**src/design/evad_pkg.sv**
```systemverilog
// Shared constants, types and the square-root table for the energy-based
// voice activity detector. No dependencies; every other design file uses it.

package evad_pkg;

   // Block configuration
   localparam int VOTE_WINDOW       = 5;
   localparam int MAX_FRAME_SAMPLES = 4096;

   // Field and port widths
   localparam int SAMPLE_W    = 16;
   localparam int FTIME_W     = 32;
   localparam int REQ_DATA_W  = 48;
   localparam int RMS_W       = 16;
   localparam int VOTES_W     = 6;
   localparam int RSP_DATA_W  = 32;
   localparam int THR_W       = 17;
   localparam int HOLD_W      = 40;
   localparam int CSR_DATA_W  = 40;
   localparam int CSR_ADDR_W  = 1;

   // Datapath widths
   localparam int COUNT_W     = $clog2(MAX_FRAME_SAMPLES + 1);
   localparam int SQ_W        = 31;
   localparam int SUM_W       = 31;
   localparam int SUM_KEEP_W  = 17;
   localparam int SHIFT_W     = 6;
   localparam int QUIET_W     = 41;
   localparam int POWER_W     = 32;
   localparam int DIVIDEND_W  = 49;
   localparam int DIVISOR_W   = COUNT_W;
   localparam int DIV_CNT_W   = $clog2(DIVIDEND_W);
   localparam int LG_W        = 5;
   localparam int IDX_W       = 7;
   localparam int ROOT_TAB_LEN = 96;

   // Configuration register indexes
   localparam logic [CSR_ADDR_W-1:0] REG_THRESHOLD = 1'd0;
   localparam logic [CSR_ADDR_W-1:0] REG_HOLD      = 1'd1;

   // Reset values and arithmetic constants
   localparam logic signed [THR_W-1:0] THR_RESET  = 17'sd256;
   localparam logic [HOLD_W-1:0]       HOLD_RESET = 40'd500000000;
   localparam logic [SUM_W-1:0]        SUM_LIMIT  = 31'h10000;
   localparam logic [SHIFT_W-1:0]      SHIFT_MAX  = 6'd63;
   localparam logic [SHIFT_W-1:0]      SHIFT_ZERO_ADD = 6'd31;
   localparam logic [SHIFT_W-1:0]      Q15_SHIFT  = 6'd15;
   localparam logic [SHIFT_W-1:0]      MAX_LEFT   = 6'd32;
   localparam logic [RMS_W-1:0]        RMS_OF_ONE = 16'd181;
   localparam logic [IDX_W-1:0]        IDX_LAST   = 7'd95;

   // Status of the divider
   typedef struct packed {
      logic busy;
      logic done;
   } evad_div_status_type;

   // Fractional part of sqrt on one octave pair, Q15
   localparam logic [15:0] ROOT_TAB [0:ROOT_TAB_LEN-1] = '{
      16'd0,     16'd508,   16'd1008,  16'd1501,  16'd1987,  16'd2467,  16'd2940,
      16'd3406,  16'd3867,  16'd4322,  16'd4772,  16'd5216,  16'd5655,  16'd6090,
      16'd6519,  16'd6944,  16'd7364,  16'd7780,  16'd8191,  16'd8599,  16'd9003,
      16'd9402,  16'd9798,  16'd10191, 16'd10579, 16'd10965, 16'd11347, 16'd11725,
      16'd12101, 16'd12473, 16'd12843, 16'd13209, 16'd13572, 16'd13933, 16'd14291,
      16'd14646, 16'd14999, 16'd15349, 16'd15696, 16'd16041, 16'd16384, 16'd16724,
      16'd17061, 16'd17397, 16'd17730, 16'd18062, 16'd18391, 16'd18717, 16'd19042,
      16'd19365, 16'd19686, 16'd20005, 16'd20322, 16'd20637, 16'd20950, 16'd21261,
      16'd21571, 16'd21879, 16'd22185, 16'd22490, 16'd22792, 16'd23093, 16'd23393,
      16'd23691, 16'd23987, 16'd24282, 16'd24576, 16'd24867, 16'd25158, 16'd25447,
      16'd25734, 16'd26020, 16'd26305, 16'd26588, 16'd26870, 16'd27151, 16'd27430,
      16'd27708, 16'd27985, 16'd28261, 16'd28535, 16'd28808, 16'd29080, 16'd29350,
      16'd29620, 16'd29888, 16'd30155, 16'd30422, 16'd30686, 16'd30950, 16'd31213,
      16'd31475, 16'd31735, 16'd31995, 16'd32253, 16'd32511
   };

endpackage

```
**src/design/evad_div.sv**
```systemverilog
// Restoring divider, one quotient bit per cycle, used for the frame power.
// Depends on evad_pkg for widths and the status struct.

module evad_div (
   input  logic                              clock,
   input  logic                              reset,
   input  logic                              start,
   input  logic [evad_pkg::DIVIDEND_W-1:0]   dividend,
   input  logic [evad_pkg::DIVISOR_W-1:0]    divisor,
   output evad_pkg::evad_div_status_type     status,
   output logic [evad_pkg::DIVIDEND_W-1:0]   quotient
);

   logic                              busy_ff, busy_in;
   logic                              done_ff, done_in;
   logic [evad_pkg::DIV_CNT_W-1:0]    cnt_ff, cnt_in;
   logic [evad_pkg::DIVIDEND_W-1:0]   quo_ff, quo_in;
   logic [evad_pkg::DIVISOR_W-1:0]    rem_ff, rem_in;
   logic [evad_pkg::DIVISOR_W-1:0]    dsr_ff, dsr_in;
   logic [evad_pkg::DIVISOR_W:0]      trial;
   logic                              fits;

   // Bring down the next dividend bit and try a subtract.
   assign trial = {rem_ff, quo_ff[evad_pkg::DIVIDEND_W-1]};
   assign fits  = trial >= {1'b0, dsr_ff};

   always_comb begin
      busy_in = busy_ff;
      done_in = 1'b0;
      cnt_in  = cnt_ff;
      quo_in  = quo_ff;
      rem_in  = rem_ff;
      dsr_in  = dsr_ff;
      if (start) begin
         busy_in = 1'b1;
         cnt_in  = '0;
         quo_in  = dividend;
         rem_in  = '0;
         dsr_in  = divisor;
      end else if (busy_ff) begin
         quo_in = {quo_ff[evad_pkg::DIVIDEND_W-2:0], fits};
         rem_in = fits ? evad_pkg::DIVISOR_W'(trial - {1'b0, dsr_ff})
                       : evad_pkg::DIVISOR_W'(trial);
         cnt_in = cnt_ff + 1'b1;
         if (cnt_ff == evad_pkg::DIV_CNT_W'(evad_pkg::DIVIDEND_W - 1)) begin
            busy_in = 1'b0;
            done_in = 1'b1;
         end
      end
   end

   // Control state
   always_ff @(posedge clock) begin
      if (reset) begin
         busy_ff <= 1'b0;
         done_ff <= 1'b0;
      end else begin
         busy_ff <= busy_in;
         done_ff <= done_in;
      end
   end

   // Working registers
   always_ff @(posedge clock) begin
      cnt_ff <= cnt_in;
      quo_ff <= quo_in;
      rem_ff <= rem_in;
      dsr_ff <= dsr_in;
   end

   assign status.busy = busy_ff;
   assign status.done = done_ff;
   assign quotient    = quo_ff;

endmodule

```
**src/design/energy_voice_activity_detector_top.sv**
```systemverilog
// Top level of the energy-based voice activity detector: sequencer, datapath
// and output register. Depends on evad_pkg and instantiates evad_div.
//
// Channel   Ports                      Contents (low bit first)
// request   req_tvalid/tready/tdata    tdata: sample[15:0], frame_time[47:16]
//           req_tlast                  frame_end
// response  rsp_tvalid/tready/tdata    tdata: rms_level[15:0], loud_votes[21:16],
//                                      speech_active[22], speech_start[23],
//                                      speech_stop[24], zero[31:25]
// config    csr_wen/csr_addr/csr_wdata index 0 speech_threshold, 1 silence_hold_time
//
// A sample passes through the square, add and normalise states, with one normalise
// step per halving of the running sum; requests are taken only in the idle state.
// A frame-end sample that divides goes through divider setup, the bit-serial divider,
// the leading-one search, index and root (for a power above one), vote, quiet, decision
// and emit states. An empty sum or an oversized left shift skips the divider.
// Reset is synchronous and takes effect at once; there is no clearing pass.
// A stalled response holds only a finished frame result; samples are still taken
// while the previous result waits in the output register.

module energy_voice_activity_detector_top (
   input  logic                               clock,
   input  logic                               reset,
   input  logic                               req_tvalid,
   output logic                               req_tready,
   input  logic [evad_pkg::REQ_DATA_W-1:0]    req_tdata,   // sample, frame_time
   input  logic                               req_tlast,
   output logic                               rsp_tvalid,
   input  logic                               rsp_tready,
   output logic [evad_pkg::RSP_DATA_W-1:0]    rsp_tdata,   // rms_level, loud_votes,
                                                           // speech_active, speech_start,
                                                           // speech_stop
   input  logic                               csr_wen,
   input  logic [evad_pkg::CSR_ADDR_W-1:0]    csr_addr,
   input  logic [evad_pkg::CSR_DATA_W-1:0]    csr_wdata
);

   localparam logic [3:0] ST_IDLE   = 4'd0;
   localparam logic [3:0] ST_SQUARE = 4'd1;
   localparam logic [3:0] ST_ADD    = 4'd2;
   localparam logic [3:0] ST_NORM   = 4'd3;
   localparam logic [3:0] ST_PREP   = 4'd4;
   localparam logic [3:0] ST_DIV    = 4'd5;
   localparam logic [3:0] ST_LGINIT = 4'd6;
   localparam logic [3:0] ST_LG     = 4'd7;
   localparam logic [3:0] ST_INDEX  = 4'd8;
   localparam logic [3:0] ST_ROOT   = 4'd9;
   localparam logic [3:0] ST_VOTE   = 4'd10;
   localparam logic [3:0] ST_QUIET  = 4'd11;
   localparam logic [3:0] ST_DECIDE = 4'd12;
   localparam logic [3:0] ST_EMIT   = 4'd13;

   localparam int W = evad_pkg::VOTE_WINDOW;

   // Control and architectural state
   logic [3:0]                            state_ff, state_in;
   logic [evad_pkg::COUNT_W-1:0]          count_ff, count_in;
   logic [evad_pkg::SUM_W-1:0]            sum_ff, sum_in;
   logic [evad_pkg::SHIFT_W-1:0]          shift_ff, shift_in;
   logic [W-1:0]                          hist_ff, hist_in;
   logic                                  silent_ff, silent_in;
   logic [evad_pkg::QUIET_W-1:0]          quiet_ff, quiet_in;
   logic signed [evad_pkg::THR_W-1:0]     thr_ff;
   logic [evad_pkg::HOLD_W-1:0]           hold_ff;
   logic                                  rsp_valid_ff, rsp_valid_in;

   // Payload registers
   logic signed [evad_pkg::SAMPLE_W-1:0]  sample_ff, sample_in;
   logic                                  last_ff, last_in;
   logic [evad_pkg::FTIME_W-1:0]          ftime_ff, ftime_in;
   logic [evad_pkg::SQ_W-1:0]             sq_ff, sq_in;
   logic [evad_pkg::POWER_W-1:0]          power_ff, power_in;
   logic [evad_pkg::LG_W-1:0]             lg_ff, lg_in;
   logic [evad_pkg::IDX_W-1:0]            idx_ff, idx_in;
   logic [evad_pkg::RMS_W-1:0]            rms_ff, rms_in;
   logic                                  prev_ff, prev_in;
   logic [evad_pkg::VOTES_W-1:0]          votes_ff, votes_in;
   logic [evad_pkg::RSP_DATA_W-1:0]       rsp_data_ff, rsp_data_in;

   // Datapath signals
   logic signed [2*evad_pkg::SAMPLE_W-1:0] product;
   logic [evad_pkg::SHIFT_W-1:0]          left_amt;
   logic [3:0]                            right_amt;
   logic [evad_pkg::DIVISOR_W-1:0]        divisor;
   logic [evad_pkg::DIVIDEND_W-1:0]       dividend;
   logic                                  div_start;
   evad_pkg::evad_div_status_type         div_status;
   logic [evad_pkg::DIVIDEND_W-1:0]       quotient;
   logic [evad_pkg::DIVIDEND_W-1:0]       quo_shr;
   logic [36:0]                           mant;
   logic [36:0]                           scaled;
   logic [4:0]                            root_exp;
   logic [23:0]                           root_base;
   logic [38:0]                           root_frac;
   logic [24:0]                           root_sum;
   logic                                  loud;
   logic [evad_pkg::VOTES_W-1:0]          votes_now;
   logic [evad_pkg::QUIET_W:0]            quiet_sum;

   // Request handshake
   assign req_tready = (state_ff == ST_IDLE);

   // Square of the sample
   assign product = sample_ff * sample_ff;

   // Power scaling amounts and the divider operands
   assign left_amt  = shift_ff - evad_pkg::Q15_SHIFT;
   assign right_amt = 4'(evad_pkg::Q15_SHIFT - shift_ff);
   assign divisor   = (count_ff == '0) ? evad_pkg::DIVISOR_W'(1) : count_ff;
   assign dividend  = (shift_ff > evad_pkg::Q15_SHIFT)
                      ? (evad_pkg::DIVIDEND_W'(sum_ff[evad_pkg::SUM_KEEP_W-1:0]) << left_amt)
                      : evad_pkg::DIVIDEND_W'(sum_ff[evad_pkg::SUM_KEEP_W-1:0]);
   assign quo_shr   = quotient >> right_amt;

   evad_div u_div (
      .clock    (clock),
      .reset    (reset),
      .start    (div_start),
      .dividend (dividend),
      .divisor  (divisor),
      .status   (div_status),
      .quotient (quotient)
   );

   // Table index: offset above the octave base, scaled to 32 steps per octave
   assign mant   = 37'(power_ff) - (37'(1) << lg_ff);
   assign scaled = (mant << 5) >> lg_ff;

   // Root: 2^(8+lg/2) * (1 + table/2^15)
   assign root_exp  = 5'd8 + 5'(lg_ff[evad_pkg::LG_W-1:1]);
   assign root_base = 24'(1) << root_exp;
   assign root_frac = (39'(evad_pkg::ROOT_TAB[idx_ff]) << root_exp) >> 15;
   assign root_sum  = 25'(root_base) + 25'(root_frac[23:0]);

   // Loudness compare is signed against the threshold
   assign loud = $signed({1'b0, rms_ff}) > thr_ff;

   // Loud frames in the vote window
   always_comb begin
      votes_now = '0;
      for (int i = 0; i < W; i++) begin
         votes_now = votes_now + evad_pkg::VOTES_W'(hist_ff[i]);
      end
   end

   assign quiet_sum = {1'b0, quiet_ff} + (evad_pkg::QUIET_W + 1)'(ftime_ff);

   // Sequencer and datapath next values
   always_comb begin
      state_in     = state_ff;
      count_in     = count_ff;
      sum_in       = sum_ff;
      shift_in     = shift_ff;
      hist_in      = hist_ff;
      silent_in    = silent_ff;
      quiet_in     = quiet_ff;
      sample_in    = sample_ff;
      last_in      = last_ff;
      ftime_in     = ftime_ff;
      sq_in        = sq_ff;
      power_in     = power_ff;
      lg_in        = lg_ff;
      idx_in       = idx_ff;
      rms_in       = rms_ff;
      prev_in      = prev_ff;
      votes_in     = votes_ff;
      rsp_data_in  = rsp_data_ff;
      rsp_valid_in = rsp_valid_ff;
      div_start    = 1'b0;

      if (rsp_valid_ff && rsp_tready) begin
         rsp_valid_in = 1'b0;
      end

      case (state_ff)
         ST_IDLE: begin
            if (req_tvalid) begin
               sample_in = req_tdata[evad_pkg::SAMPLE_W-1:0];
               ftime_in  = req_tdata[evad_pkg::REQ_DATA_W-1:evad_pkg::SAMPLE_W];
               last_in   = req_tlast;
               state_in  = ST_SQUARE;
            end
         end
         ST_SQUARE: begin
            sq_in    = product[evad_pkg::SQ_W-1:0];
            state_in = ST_ADD;
         end
         ST_ADD: begin
            if (shift_ff < evad_pkg::SHIFT_ZERO_ADD) begin
               sum_in = sum_ff + (sq_ff >> shift_ff);
            end
            if (count_ff < evad_pkg::COUNT_W'(evad_pkg::MAX_FRAME_SAMPLES)) begin
               count_in = count_ff + 1'b1;
            end
            state_in = ST_NORM;
         end
         // Halve the sum one step per cycle while above the limit; clamp at SHIFT_MAX.
         ST_NORM: begin
            if (sum_ff > evad_pkg::SUM_LIMIT) begin
               if (shift_ff == evad_pkg::SHIFT_MAX) begin
                  sum_in = evad_pkg::SUM_LIMIT;
               end else begin
                  sum_in   = sum_ff >> 1;
                  shift_in = shift_ff + 1'b1;
               end
            end else begin
               state_in = last_ff ? ST_PREP : ST_IDLE;
            end
         end
         // Empty sum or an oversized left shift bypass the divider.
         ST_PREP: begin
            if (shift_ff > evad_pkg::Q15_SHIFT && sum_ff == '0) begin
               power_in = '0;
               state_in = ST_LGINIT;
            end else if (shift_ff > evad_pkg::Q15_SHIFT && left_amt > evad_pkg::MAX_LEFT) begin
               power_in = '1;
               state_in = ST_LGINIT;
            end else begin
               div_start = 1'b1;
               state_in  = ST_DIV;
            end
         end
         ST_DIV: begin
            if (div_status.done) begin
               if (shift_ff > evad_pkg::Q15_SHIFT) begin
                  power_in = (quotient[evad_pkg::DIVIDEND_W-1:evad_pkg::POWER_W] != '0)
                             ? '1 : quotient[evad_pkg::POWER_W-1:0];
               end else begin
                  power_in = quo_shr[evad_pkg::POWER_W-1:0];
               end
               state_in = ST_LGINIT;
            end
         end
         ST_LGINIT: begin
            if (power_ff == '0) begin
               rms_in   = '0;
               state_in = ST_VOTE;
            end else if (power_ff == evad_pkg::POWER_W'(1)) begin
               rms_in   = evad_pkg::RMS_OF_ONE;
               state_in = ST_VOTE;
            end else begin
               lg_in    = '1;
               state_in = ST_LG;
            end
         end
         // Leading-one search, one bit per cycle; the exponent is made odd.
         ST_LG: begin
            if (power_ff[lg_ff]) begin
               lg_in    = lg_ff[0] ? lg_ff : lg_ff - 1'b1;
               state_in = ST_INDEX;
            end else begin
               lg_in = lg_ff - 1'b1;
            end
         end
         ST_INDEX: begin
            idx_in   = (scaled > 37'(evad_pkg::IDX_LAST)) ? evad_pkg::IDX_LAST
                                                         : scaled[evad_pkg::IDX_W-1:0];
            state_in = ST_ROOT;
         end
         ST_ROOT: begin
            rms_in   = (root_sum > 25'(16'hFFFF)) ? 16'hFFFF : root_sum[evad_pkg::RMS_W-1:0];
            state_in = ST_VOTE;
         end
         ST_VOTE: begin
            hist_in  = (hist_ff >> 1) | (W'(loud) << (W - 1));
            prev_in  = silent_ff;
            state_in = ST_QUIET;
         end
         // Majority starts speech; otherwise quiet time builds up and saturates.
         ST_QUIET: begin
            votes_in = votes_now;
            if (votes_now > evad_pkg::VOTES_W'(W / 2)) begin
               quiet_in  = '0;
               silent_in = 1'b0;
            end else begin
               quiet_in = quiet_sum[evad_pkg::QUIET_W] ? '1 : quiet_sum[evad_pkg::QUIET_W-1:0];
            end
            state_in = ST_DECIDE;
         end
         ST_DECIDE: begin
            if (quiet_ff > {1'b0, hold_ff}) begin
               silent_in = 1'b1;
            end
            state_in = ST_EMIT;
         end
         // Hand the frame result to the output register once it is free.
         ST_EMIT: begin
            if (!rsp_valid_ff || rsp_tready) begin
               rsp_data_in  = {7'd0, !prev_ff && silent_ff, prev_ff && !silent_ff,
                               !silent_ff, votes_ff, rms_ff};
               rsp_valid_in = 1'b1;
               count_in     = '0;
               sum_in       = '0;
               shift_in     = '0;
               state_in     = ST_IDLE;
            end
         end
         default: begin
            state_in = ST_IDLE;
         end
      endcase
   end

   // Control state, architectural state and configuration
   always_ff @(posedge clock) begin
      if (reset) begin
         state_ff     <= ST_IDLE;
         count_ff     <= '0;
         sum_ff       <= '0;
         shift_ff     <= '0;
         hist_ff      <= '0;
         silent_ff    <= 1'b1;
         quiet_ff     <= '0;
         rsp_valid_ff <= 1'b0;
         thr_ff       <= evad_pkg::THR_RESET;
         hold_ff      <= evad_pkg::HOLD_RESET;
      end else begin
         state_ff     <= state_in;
         count_ff     <= count_in;
         sum_ff       <= sum_in;
         shift_ff     <= shift_in;
         hist_ff      <= hist_in;
         silent_ff    <= silent_in;
         quiet_ff     <= quiet_in;
         rsp_valid_ff <= rsp_valid_in;
         if (csr_wen) begin
            case (csr_addr)
               evad_pkg::REG_THRESHOLD: begin
                  thr_ff <= csr_wdata[evad_pkg::THR_W-1:0];
               end
               evad_pkg::REG_HOLD: begin
                  hold_ff <= csr_wdata[evad_pkg::HOLD_W-1:0];
               end
               default: begin
               end
            endcase
         end
      end
   end

   // Payload registers
   always_ff @(posedge clock) begin
      sample_ff   <= sample_in;
      last_ff     <= last_in;
      ftime_ff    <= ftime_in;
      sq_ff       <= sq_in;
      power_ff    <= power_in;
      lg_ff       <= lg_in;
      idx_ff      <= idx_in;
      rms_ff      <= rms_in;
      prev_ff     <= prev_in;
      votes_ff    <= votes_in;
      rsp_data_ff <= rsp_data_in;
   end

   assign rsp_tvalid = rsp_valid_ff;
   assign rsp_tdata  = rsp_data_ff;

endmodule

```
**config.mk**
```make
export PLATFORM = sky130hd
export DESIGN_NAME = energy_voice_activity_detector_top
export DESIGN_NICKNAME = d
export VERILOG_FILES = /design/src/design/evad_pkg.sv /design/src/design/evad_div.sv /design/src/design/energy_voice_activity_detector_top.sv
export SDC_FILE = /design/constraint.sdc
export NUM_CORES = 2
export LEC_CHECK = 0
export BUFFER_PORTS_ARGS = -buffer_cell sky130_fd_sc_hd__buf_2
export CORE_ASPECT_RATIO = 1.2
export CORE_MARGIN = 2
export CORE_UTILIZATION = 35
export DETAILED_ROUTE_END_ITERATION = 8
export GPL_TIMING_DRIVEN = 1
export PLACE_DENSITY = 0.49
export SLEW_MARGIN = 10
export SYNTH_ARGS = -nofsm -noshare
export SYNTH_HDL_FRONTEND = slang
export SYNTH_SLANG_ARGS = --single-unit
```
**constraint.sdc**
```tcl
create_clock -name clock -period 7.8 [get_ports clock]
set_clock_uncertainty 0.1 [all_clocks]
set_input_delay 1.95 -clock clock [delete_from_list [all_inputs] [get_ports clock]]
set_output_delay 1.95 -clock clock [all_outputs]
set_load 0.05 [all_outputs]
```
==> impl_metrics.prom <==
# TYPE chip_impl_metric gauge
chip_impl_info{name="worst_hold_path_type",value="register to register"} 1
chip_impl_metric{name="final.min_clock_period",unit="ns"} 7.18
chip_impl_info{name="ys_top_cells_by_area",value="sky130_fd_sc_hd__edfxtp_1, sky130_fd_sc_hd__fa_1, sky130_fd_sc_hd__ha_1"} 1
chip_impl_metric{name="vias_in_the_first_global_route",unit=""} 35556
chip_impl_info{name="worstSetupEndpointType",value="register"} 1
chip_impl_metric{name="detailedPlace.worstSlack",unit="ns"} 0.647
chip_impl_metric{name="cp.buffers_inverters",unit=""} 5
chip_impl_metric{name="p_leak",unit="nW"} 19.1
chip_impl_metric{name="setup-violations-final",unit=""} 0
chip_impl_metric{name="finalCritPeriodShare",unit=""} 0.921
chip_impl_metric{name="clockPowerShare",unit=""} 0.108
chip_impl_metric{name="placeableCoreArea",unit="sq um"} 118000
chip_impl_info{name="synth_top_area_cell",value="sky130_fd_sc_hd__edfxtp_1"} 1
chip_impl_metric{name="tritoncts.num_buffers",unit=""} 51
chip_impl_metric{name="top_level_ports",unit=""} 129
chip_impl_metric{name="cp_num_cells",unit=""} 23
chip_impl_metric{name="num_vias",unit=""} 34965
chip_impl_metric{name="largest_stage_delay_on_the_critical_path",unit="ns"} 0.70
chip_impl_metric{name="postSynthCellCount",unit=""} 4898
chip_impl_metric{name="port-buffer-count",unit=""} 118
chip_impl_info{name="worstReg2RegStart",value="sample_ff[8]"} 1
chip_impl_metric{name="internal_power_of_the_cells",unit="W"} 0.0127
chip_impl_metric{name="fp.dieArea",unit="sq um"} 122000
chip_impl_info{name="cpMaxStageDelayCell",value="sky130_fd_sc_hd__edfxtp_1"} 1
chip_impl_info{name="critPathLaunchType",value="register"} 1
chip_impl_metric{name="first_pass_grt_wire_length",unit="um"} 197000
chip_impl_metric{name="report.power.total",unit="W"} 0.0231
chip_impl_metric{name="power_per_cell_area",unit="nW/um^2"} 508
chip_impl_metric{name="placementRows",unit=""} 138
chip_impl_metric{name="grt_start_max_net_pins",unit=""} 80
chip_impl_metric{name="synth_seq_area_share",unit=""} 0.250
chip_impl_metric{name="synth_register_bits",unit=""} 407
chip_impl_info{name="cpMostUsedCell",value="sky130_fd_sc_hd__fa_1"} 1
chip_impl_info{name="crit_chain",value="inv_1 -> nor2_1 -> fa_1 -> inv_1 -> fa_1 -> inv_1 -> fa_1 -> fa_1 -> inv_1 -> fa_1 -> inv_1 -> fa_1 -> ha_1 -> o21ai_0 -> o31ai_1 -> o41ai_1 -> o21a_1 -> a21oi_1 -> a211o_1 -> a21oi_1 -> o21bai_1 -> a21oi_1 -> xnor2_1"} 1
chip_impl_metric{name="slew_headroom",unit=""} 0.184
chip_impl_metric{name="postCtsResizedCells",unit=""} 0
chip_impl_metric{name="cp_max_fo",unit=""} 14
chip_impl_metric{name="area_delta_synth_final",unit="%"} 9.05
chip_impl_metric{name="synth.cell_area",unit="sq um"} 41700
chip_impl_info{name="ys.flop_type",value="sky130_fd_sc_hd__edfxtp_1"} 1
chip_impl_metric{name="numClockSinks",unit=""} 407
chip_impl_metric{name="cts.htree.levels",unit=""} 2
chip_impl_metric{name="clock.fmax",unit="MHz"} 139
chip_impl_metric{name="part_of_the_total_power_dissipated_in_sequential_elements",unit=""} 0.165
chip_impl_metric{name="dp_hpwl",unit="um"} 94000
chip_impl_info{name="cts_tree",value="done"} 1
chip_impl_metric{name="routabilityCongestion",unit=""} 0.887
chip_impl_info{name="outcome",value="finished clean"} 1
chip_impl_metric{name="vias_per_cell",unit=""} 5.43
chip_impl_info{name="delay_heaviest_family_cp",value="adder cells"} 1
chip_impl_metric{name="ff_to_ff_path_depth",unit=""} 23
chip_impl_metric{name="die_width",unit="um"} 319
chip_impl_metric{name="wirelength",unit="um"} 122000
chip_impl_metric{name="synthArstFlopShare",unit=""} 0
chip_impl_metric{name="initial_core_util",unit=""} 0.353
chip_impl_metric{name="final.hold.worst_slack",unit="ns"} 0.331
chip_impl_metric{name="crit_arrival",unit="ns"} 7.45
chip_impl_metric{name="final.setup.tns",unit="ns"} 0
chip_impl_metric{name="min_path_cells",unit=""} 0
chip_impl_metric{name="clock_path_buffers",unit=""} 3
chip_impl_info{name="worstSetupPathType",value="register to register"} 1
chip_impl_metric{name="synth_top_cell_area_share",unit=""} 0.164
chip_impl_metric{name="postCtsSetupRepairBufs",unit=""} 0
chip_impl_info{name="min-delay-start",value="votes_ff[0]"} 1
chip_impl_metric{name="power_frac_comb",unit=""} 0.727
chip_impl_metric{name="r2r_setup_slack",unit="ns"} 0.62
chip_impl_metric{name="fin_nets",unit=""} 5485
chip_impl_metric{name="routedWlPerCell",unit="um"} 18.9
chip_impl_metric{name="drv.max_cap_violation_count",unit=""} 0
chip_impl_metric{name="antenna_found_initial",unit=""} 1
chip_impl_metric{name="ctsHoldBuffers",unit=""} 0
chip_impl_metric{name="worst_slew_pin_slew",unit="ns"} 1.22
chip_impl_metric{name="post-route-drc-count",unit=""} 0
chip_impl_info{name="hold_path_end",value="rsp_tdata[16]"} 1
chip_impl_metric{name="drtIter0Drc",unit=""} 2555
chip_impl_info{name="worstReg2RegEnd",value="sq_ff[29]"} 1
chip_impl_metric{name="finalWorstSetupSlack",unit="ns"} 0.620
chip_impl_metric{name="detail-route-antenna-nets",unit=""} 0
chip_impl_metric{name="cp.required",unit="ns"} 8.07
chip_impl_metric{name="yosysWarnings",unit=""} 0
chip_impl_metric{name="grt.overflow.total",unit=""} 0
chip_impl_metric{name="report.final.hold_viol_count",unit=""} 0
chip_impl_metric{name="peakVddDrop",unit="V"} 0.000742
chip_impl_metric{name="drt-pass1-iter-count",unit=""} 7
chip_impl_metric{name="layout-drive-gt1-share",unit=""} 0.0900
chip_impl_info{name="clk_root_buffer_cell",value="sky130_fd_sc_hd__clkbuf_16"} 1
chip_impl_metric{name="synth_cell_type_count",unit=""} 90
chip_impl_metric{name="path_clk_slew",unit="ns"} 0.06
chip_impl_metric{name="switching_power",unit="W"} 0.0104
chip_impl_metric{name="antenna-diode-count",unit=""} 0
chip_impl_metric{name="n_fill_cell",unit=""} 12142
chip_impl_metric{name="syn-mean-instance-area",unit="sq um"} 8.51
chip_impl_metric{name="p_sw_frac",unit=""} 0.452
chip_impl_info{name="grt_setup_unrepaired",value="no"} 1
chip_impl_metric{name="grtUsageTotal",unit=""} 0.198
chip_impl_metric{name="worstSkewPairLatency",unit="ns"} 0.65
chip_impl_metric{name="die_height",unit="um"} 382
chip_impl_metric{name="edff_count_synth",unit=""} 227
chip_impl_metric{name="slew_violations",unit=""} 0
## sequential cells by signal, indices dropped and copies added, names as in the netlist, 7 cells and up
register        cells
count_ff           13
ftime_ff           32
hold_ff            40
idx_ff              7
power_ff           32
quiet_ff           41
rms_ff             16
rsp_tdata          22
sample_ff          16
sq_ff              30
sum_ff             31
thr_ff             17
u_div.dsr_ff       13
u_div.quotient     49
u_div.rem_ff       13
## how the worst max path moves through the flow
stage,start,end,slack (ns)
detailed placement,sample_ff[8],sq_ff[29],0.65
global route,sample_ff[8],sq_ff[29],0.09
floorplan,lg_ff[2],idx_ff[0],1.09
finish,sample_ff[8],sq_ff[29],0.62
CTS,sample_ff[8],sq_ff[29],0.59
global placement,sample_ff[8],sq_ff[29],0.70
## cells in the mapped netlist, drive strengths merged, types with 72 or more instances
master,number
nand2,614
inv,438
nor2,438
a21oi,363
ha,293
o21ai,287
fa,240
clkbuf,228
edfxtp,227
dfxtp,180
mux2i,146
xnor2,109
nand3,102
nor3,94
and2,85
mux4,84
a211oi,80
a21o,77
buf,72
## through the flow
stage                     utilization  instance area [sq um]  instances
after floorplan                     -                  41700       4916
after global placement          0.370                  43700       6344
after detailed placement        0.370                  43700       6344
after CTS                       0.385                  45400       6440
after global routing            0.385                  45400       6440
final                           0.385                  45400       6440
## cell type report
cell class | count | area (sq um) | area share
flip-flops and latches | 407 | 10400 | 0.230
well taps | 1540 | 1930 | 0.0424
clock buffers | 62 | 1340 | 0.0294
inverters | 439 | 1650 | 0.0363
repair buffers | 188 | 1130 | 0.0249
multi-input cells | 3770 | 28500 | 0.628
clock inverters | 34 | 429 | 0.00945
## worst reg2reg max path, cell delays in order (launching register included)
cell	delay, ns
sky130_fd_sc_hd__edfxtp_1	0.70
sky130_fd_sc_hd__inv_1	0.25
sky130_fd_sc_hd__nor2_1	0.28
sky130_fd_sc_hd__fa_1	0.46
sky130_fd_sc_hd__inv_1	0.09
sky130_fd_sc_hd__fa_1	0.38
sky130_fd_sc_hd__inv_1	0.08
sky130_fd_sc_hd__fa_1	0.43
sky130_fd_sc_hd__fa_1	0.49
sky130_fd_sc_hd__inv_1	0.05
sky130_fd_sc_hd__fa_1	0.53
sky130_fd_sc_hd__inv_1	0.06
sky130_fd_sc_hd__fa_1	0.47
sky130_fd_sc_hd__ha_1	0.34
sky130_fd_sc_hd__o21ai_0	0.11
sky130_fd_sc_hd__o31ai_1	0.14
sky130_fd_sc_hd__o41ai_1	0.61
sky130_fd_sc_hd__o21a_1	0.24
sky130_fd_sc_hd__a21oi_1	0.16
sky130_fd_sc_hd__a211o_1	0.34
sky130_fd_sc_hd__a21oi_1	0.22
sky130_fd_sc_hd__o21bai_1	0.09
sky130_fd_sc_hd__a21oi_1	0.17
sky130_fd_sc_hd__xnor2_1	0.08
## per-layer routing
metal / wire (um) / global-route usage / share of wire
met1: 51600 / 0.244 / 0.42
met2: 61700 / 0.361 / 0.51
met3: 4560 / 0.0212 / 0.037
met4: 3800 / 0.0628 / 0.031
met5: 10 / 0 / 0.000082
## power groups by stage
stage          combinational, W  clock (W)  sequential (W)
2_1_floorplan            0.0137          0         0.00372
3_3_place_gp             0.0169          0         0.00386
3_5_place_dp             0.0171          0         0.00385
4_1_cts                  0.0172    0.00259         0.00381
5_1_grt                  0.0195    0.00267         0.00384
6_report                 0.0168    0.00250         0.00381
## kinds of logic (layout without fill, tap and decap cells)
family	count (synthesis)	count (layout)	synth area share
compound gates	1170	1170	0.178
xor+xnor	159	159	0.0336
fa+ha+maj	533	533	0.203
buf+inv	739	723	0.0680
flops	407	407	0.250
mux	263	263	0.0894
other cells	1	19	0.0000900
simple gates	1626	1626	0.177
## cell usage in the layout, fill, tap and decap left out, types with 15 or more instances in the layout
master,n
sky130_fd_sc_hd__a211oi_1,76
sky130_fd_sc_hd__a21o_1,77
sky130_fd_sc_hd__a21oi_1,358
sky130_fd_sc_hd__a221oi_1,34
sky130_fd_sc_hd__a22oi_1,29
sky130_fd_sc_hd__a31oi_1,58
sky130_fd_sc_hd__and2_1,83
sky130_fd_sc_hd__and3_1,27
sky130_fd_sc_hd__buf_2,117
sky130_fd_sc_hd__buf_4,70
sky130_fd_sc_hd__clkbuf_16,51
sky130_fd_sc_hd__conb_1,19
sky130_fd_sc_hd__dfxtp_1,176
sky130_fd_sc_hd__edfxtp_1,227
sky130_fd_sc_hd__fa_1,240
sky130_fd_sc_hd__ha_1,293
sky130_fd_sc_hd__inv_1,436
sky130_fd_sc_hd__mux2_2,33
sky130_fd_sc_hd__mux2i_1,146
sky130_fd_sc_hd__mux4_2,84
sky130_fd_sc_hd__nand2_1,614
sky130_fd_sc_hd__nand2b_1,48
sky130_fd_sc_hd__nand3_1,101
sky130_fd_sc_hd__nand3b_1,23
sky130_fd_sc_hd__nand4_1,38
sky130_fd_sc_hd__nor2_1,437
sky130_fd_sc_hd__nor2b_1,58
sky130_fd_sc_hd__nor3_1,91
sky130_fd_sc_hd__nor4_1,29
sky130_fd_sc_hd__o211ai_1,22
sky130_fd_sc_hd__o21a_1,31
sky130_fd_sc_hd__o21ai_0,284
sky130_fd_sc_hd__o221ai_1,40
sky130_fd_sc_hd__or2_2,15
sky130_fd_sc_hd__or3_1,26
sky130_fd_sc_hd__xnor2_1,109
sky130_fd_sc_hd__xor2_1,48
Power figures use the tool's default switching activity.
